**config.mk**
```make
export PLATFORM = sky130hd
export DESIGN_NAME = bnfa_ctrl
export DESIGN_NICKNAME = d
export VERILOG_FILES = /design/src/rtl/core/bnfa_pkg.sv /design/src/rtl/core/bnfa_ctrl.sv
export SDC_FILE = /design/constraint.sdc
export NUM_CORES = 1
export LEC_CHECK = 0
export BUFFER_PORTS_ARGS = -buffer_cell sky130_fd_sc_hd__buf_2
export CAP_MARGIN = 10
export CORE_AREA = 5 5 42 44
export CTS_CLUSTER_DIAMETER = 150
export CTS_CLUSTER_SIZE = 30
export DETAILED_ROUTE_END_ITERATION = 8
export DIE_AREA = 0 0 47 49
export MAX_ROUTING_LAYER = met4
export SETUP_SLACK_MARGIN = 0.4
export SLEW_MARGIN = 20
export SYNTH_ARGS = -nofsm -noshare
export SYNTH_HDL_FRONTEND = slang
export SYNTH_SLANG_ARGS = --single-unit
```
**constraint.sdc**
```tcl
create_clock -name clk -period 1.5 [get_ports clk]
set_clock_uncertainty 0.2 [all_clocks]
set_input_delay 0.15 -clock clk [delete_from_list [all_inputs] [get_ports clk]]
set_output_delay 0.15 -clock clk [all_outputs]
set_load 0.02 [all_outputs]
```
**src/rtl/core/bnfa_pkg.sv**
```systemverilog
// Shared constants, codes and controller/datapath interface types for the allocator.
`default_nettype none
package bnfa_pkg;

  localparam int MAP_BYTES_DEF     = 1024;
  localparam int TOTAL_ENTRIES_DEF = 8192;

  localparam int IDX_W    = 14;
  localparam int STATUS_W = 2;

  localparam logic [STATUS_W-1:0] ST_OK   = 2'd0;
  localparam logic [STATUS_W-1:0] ST_FULL = 2'd1;
  localparam logic [STATUS_W-1:0] ST_BAD  = 2'd2;

  localparam logic REQ_ALLOC = 1'b0;
  localparam logic REQ_FREE  = 1'b1;

  // Commands from the controller to the datapath
  typedef struct packed {
    logic clr_wr;     // write zero at the clear pointer and advance it
    logic load;       // latch the request word
    logic rd;         // read the byte at the byte pointer
    logic scan_adv;   // step the byte pointer, wrapping
    logic alloc_wr;   // set the first free bit, update position, count and result
    logic free_wr;    // clear the bit, bump the count, post ok result
    logic out_full;   // post a no-free-entry result
    logic out_bad;    // post a bad-free result
  } cmd_t;

  // Status from the datapath to the controller
  typedef struct packed {
    logic clr_done;
    logic req_free;
    logic count_zero;
    logic free_bad;
    logic has_free;
    logic bit_set;
    logic scan_last;
    logic out_free;
  } sts_t;

endpackage
`default_nettype wire

```
**src/rtl/core/bnfa_ctrl.sv**
```systemverilog
// Sequencer for clearing, scanning and updating the allocation bitmap.
`default_nettype none
module bnfa_ctrl (
  input  wire logic          clk,
  input  wire logic          rst_n,
  input  wire logic          in_tvalid,
  output logic               in_tready,
  input  bnfa_pkg::sts_t     sts,
  output bnfa_pkg::cmd_t     cmd
);
  import bnfa_pkg::*;

  localparam logic [2:0] S_CLEAR = 3'd0;
  localparam logic [2:0] S_IDLE  = 3'd1;
  localparam logic [2:0] S_START = 3'd2;
  localparam logic [2:0] S_READ  = 3'd3;
  localparam logic [2:0] S_CHECK = 3'd4;
  localparam logic [2:0] S_RFULL = 3'd5;
  localparam logic [2:0] S_RBAD  = 3'd6;

  logic [2:0] state_r;
  logic [2:0] state_nxt;

  assign in_tready = (state_r == S_IDLE);

  always_comb begin
    cmd       = '0;
    state_nxt = state_r;
    case (state_r)
      S_CLEAR: begin
        cmd.clr_wr = 1'b1;
        if (sts.clr_done) state_nxt = S_IDLE;
      end
      S_IDLE: begin
        if (in_tvalid) begin
          cmd.load  = 1'b1;
          state_nxt = S_START;
        end
      end
      S_START: begin
        if (!sts.req_free && sts.count_zero) begin
          state_nxt = S_RFULL;
        end else if (sts.req_free && sts.free_bad) begin
          state_nxt = S_RBAD;
        end else begin
          state_nxt = S_READ;
        end
      end
      S_READ: begin
        cmd.rd    = 1'b1;
        state_nxt = S_CHECK;
      end
      S_CHECK: begin
        if (sts.req_free) begin
          if (!sts.bit_set) begin
            state_nxt = S_RBAD;
          end else if (sts.out_free) begin
            cmd.free_wr = 1'b1;
            state_nxt   = S_IDLE;
          end
        end else begin
          if (sts.has_free) begin
            // hold the read byte until the result register can take the word
            if (sts.out_free) begin
              cmd.alloc_wr = 1'b1;
              state_nxt    = S_IDLE;
            end
          end else if (sts.scan_last) begin
            state_nxt = S_RFULL;
          end else begin
            cmd.scan_adv = 1'b1;
            state_nxt    = S_READ;
          end
        end
      end
      S_RFULL: begin
        if (sts.out_free) begin
          cmd.out_full = 1'b1;
          state_nxt    = S_IDLE;
        end
      end
      S_RBAD: begin
        if (sts.out_free) begin
          cmd.out_bad = 1'b1;
          state_nxt   = S_IDLE;
        end
      end
      default: begin
        state_nxt = S_IDLE;
      end
    endcase
  end

  always_ff @(posedge clk) begin
    if (!rst_n) begin
      state_r <= S_CLEAR;
    end else begin
      state_r <= state_nxt;
    end
  end

endmodule
`default_nettype wire

```
==> flow_summary.yaml <==
hold_path:
  hold_end: "state_r[0]$_SDFFE_PN0P_"
  worst_hold_path_type: "primary input to register"
  holdPathStages: 3
  min_from: "sts[7]"
clock_network:
  clk_pin_slew_ns: 0.04
  bufs_on_longest_clock_path: 2
  tritoncts_clock_tree: "built"
  clock_latency_ns: 0.23
  cts-buffers-inserted: 3
  cts_root_buf: "sky130_fd_sc_hd__clkbuf_4"
  h-tree-depth: 1
  cts_sinks: 3
logic_synthesis:
  synth_cell_type_count: 31
  ys_warn_count: 0
  seq_area_frac_synth_pct: 16.5
  synth_nets: 60
  synth.top_cells.by_area: "sky130_fd_sc_hd__dfxtp_1, sky130_fd_sc_hd__a211o_1, sky130_fd_sc_hd__nand2_1"
  synth_area_leader_cell: "sky130_fd_sc_hd__dfxtp_1"
  yosys_register_bits: 3
  syn_area_um2: 364
  netlist_instances: 49
  yosysTopAreaCellShare_pct: 16.5
  synth.avg_cell_area_um2: 7.43
critical_path:
  crit_family: "buffers and inverters"
  worst_path_largest_cell_delay_ns: 0.36
  r2r_slack_ns: -0.02
  ff_to_ff_path_depth: 6
  rr_startpoint: "state_r[2]$_SDFFE_PN0P_"
  worst_ep_required_time_ns: 1.15
  worst-path-buf-inv: 4
  critical_path.max_fanout: 4
  timing.critical_path.from_type: "register"
  cp_data_arrival_time_ns: 1.25
  cp_cell_sequence: "buf_4 > buf_6 > buf_6 > nor3_2 > buf_4"
  criticalPathCategory: "register to primary output"
  timing.critical_path.slowest_stage_cell: "sky130_fd_sc_hd__dfxtp_4"
  endpoint_kind: "primary output"
  critical_path.reg2reg.endpoint: "state_r[0]$_SDFFE_PN0P_"
power_and_ir_drop:
  combPwrFrac_pct: 41.9
  sequential_power_share_pct: 22.2
  sum_of_internal_switching_and_leakage_power_uw: 391
  power.density_cell_area_mw_per_mm2: 435
  switching_fraction_of_total_power_pct: 31.3
  leakage_power_summed_over_all_cells_nw: 0.371
  internal_power_uw: 269
  worst_ir_drop_vdd_v: 0.000470
  switchingPower_uw: 122
  power.clock.fraction_pct: 35.9
finish:
  multiInputGateArea_um2: 415
  layoutNonFillerInstCount: 106
  regArea_um2: 71.3
  fillerInstances: 107
  most-common-layout-cells: "sky130_fd_sc_hd__buf_6, sky130_fd_sc_hd__buf_4, sky130_fd_sc_hd__buf_2"
  commonest_non_fill_non_tap_cell_in_the_layout: "sky130_fd_sc_hd__buf_6"
  drive_gt1_share_pct: 76.7
  largestRegisters: "state_r: 3 flops"
  largest-register: "state_r"
  antennaDiodeCount: 0
  largest_register_ffs: 3
  final_nets: 102
  area_growth_syn_to_layout_pct: 147
routing:
  drt-pass1-iter-count: 3
  wl_per_cell_um: 13.5
  num_vias: 524
  route.antenna.remaining_nets: 0
  post_drt_via_cell_ratio: 4.94
  drc_violation_count_after_routing: 0
  route.final.wire_length_um: 1430
  drt_first_iter_violations: 8
run_status:
  run_status: "finished with violations"
  violations: "negative setup slack"
timing:
  unrepaired_setup_endpoints_after_global_routing: "yes"
  slew_headroom_pct: 79.7
  finalCritPeriodShare_pct: 107
  slew_of_the_pin_with_the_lowest_slew_margin_ns: 0.303
  final_period_minus_worst_setup_slack_ns: 1.60
  final.setup.worst_slack_ns: -0.101
  number_of_setup_violations_in_the_final_report: 4
  max_clock_freq_mhz: 625
  final-hold-violation-count: 0
  report.final.slew_viol_count: 0
floorplan:
  row_count: 14
  floorplan.die_area_mm2: 0.00230
  ioPinCount: 20
  die-width_um: 47
  core_area_mm2: 0.00140
  initial_core_util_pct: 26.0
  die_height_um: 49
run:
  maxCapViolations: 0
global_routing:
  maximum_number_of_pins_on_one_net_before_global_route_repair: 9
  first_global_vias: 512
  grt_remaining_overflow: 0
  antenna_found_initial: 0
  grt_pass1_wl_um: 2260
  grt_util_all_layers_pct: 13.4
placed_design:
  place_congestion: 0.754
  place.port_buffers: 19
  numPlacedInstances: 87
  detailedPlacementHpwl_um: 897
==> tightest hold or removal path, cell delays in order <==
cell	delay, ns
sky130_fd_sc_hd__buf_2	0.08
sky130_fd_sc_hd__o41ai_2	0.06
sky130_fd_sc_hd__a41oi_2	0.13
==> synth_stat cells, drive strengths merged <==
master	n
and3	1
mux2i	1
nor3b	2
a31oi	2
a21o	1
or3b	1
o211ai	1
a211o	4
nor2	4
xor2	1
inv	2
o21a	1
a41oi	1
o41ai	1
nand2	5
and2	1
nand3	2
or3	1
nor2b	1
nand2b	2
buf	4
or2b	1
a21oi	1
nor4	1
a211oi	1
dfxtp	3
o311ai	1
nor3	2
==> power groups by stage <==
stage,registers [mW],logic (mW),clock network (mW)
final,0.0870,0.164,0.140
after detailed placement,0.0951,0.105,0
after global routing,0.0872,0.176,0.155
after floorplan,0.0908,0.0753,0
after CTS,0.0858,0.139,0.145
after global placement,0.0950,0.103,0
==> repair_timing <==
item	CTS	global route
gates resized for setup	30	12
setup endpoints to repair	12	12
endpoints found under the hold margin	3	0
buffers inserted	7	7
hold buffers	1	0
pin swaps	8	5
==> area by class of cell <==
cell class                      count  area share [%]
Tap cell                           16            2.23
Clock buffer                        4            2.92
Multi-Input combinational cell     40            46.2
Inverter                            2            1.39
Timing Repair Buffer               41            39.3
Sequential cell                     3            7.94
==> routing by layer <==
| metal | vias up | global-route usage (%) | share of wire (%) |
|---|---|---|---|
| li1 | 266 | - | - |
| met1 | 242 | 16.4 | 41 |
| met2 | 14 | 21.0 | 53 |
| met3 | 2 | 3.32 | 4.8 |
| met4 | 0 | 4.15 | 1.1 |
| met5 | - | - | 0 |
==> how the worst max path moves through the flow <==
stage / startpoint / to / slack, ns / cells past startpoint
after global placement: state_r[1]$_SDFFE_PN0P_ / state_r[0]$_SDFFE_PN0P_ / 0.04 / 4
final: state_r[0]$_SDFFE_PN0P_ / cmd[7] / -0.10 / 5
after global routing: state_r[0]$_SDFFE_PN0P_ / cmd[3] / -0.16 / 4
after detailed placement: state_r[1]$_SDFFE_PN0P_ / cmd[3] / 0.03 / 4
after CTS: state_r[0]$_SDFFE_PN0P_ / cmd[3] / -0.09 / 4
after floorplan: sts[6] / state_r[1]$_SDFFE_PN0P_ / 0.15 / 4
==> kinds of logic (layout without fill, tap and decap cells) <==
logic type | after synthesis | in the layout | synth area share (%)
flops | 3 | 3 | 16.5
xor+xnor | 1 | 1 | 2.41
compound gates | 14 | 14 | 31.6
buf+inv | 6 | 47 | 9.28
simple gates | 24 | 24 | 37.5
mux | 1 | 1 | 2.75
==> through the flow <==
| stage | hold slack, ns | cell area [um2] | util (%) | worst slack (ns) | setup TNS [ns] |
|---|---|---|---|---|---|
| 5_1_grt | 0.0391 | 898 | 64.1 | -0.157 | -0.677 |
| 6_report | 0.0275 | 898 | 64.1 | -0.101 | -0.244 |
| 3_3_place_gp | 0.193 | 601 | 42.9 | 0.0386 | 0 |
| 3_5_place_dp | 0.196 | 601 | 42.9 | 0.0319 | 0 |
| 4_1_cts | 0.0275 | 796 | 56.8 | -0.0863 | -0.167 |
| 2_1_floorplan | 0.0666 | 478 | - | 0.153 | 0 |
Note: power is estimated with default switching activity, not from simulation.
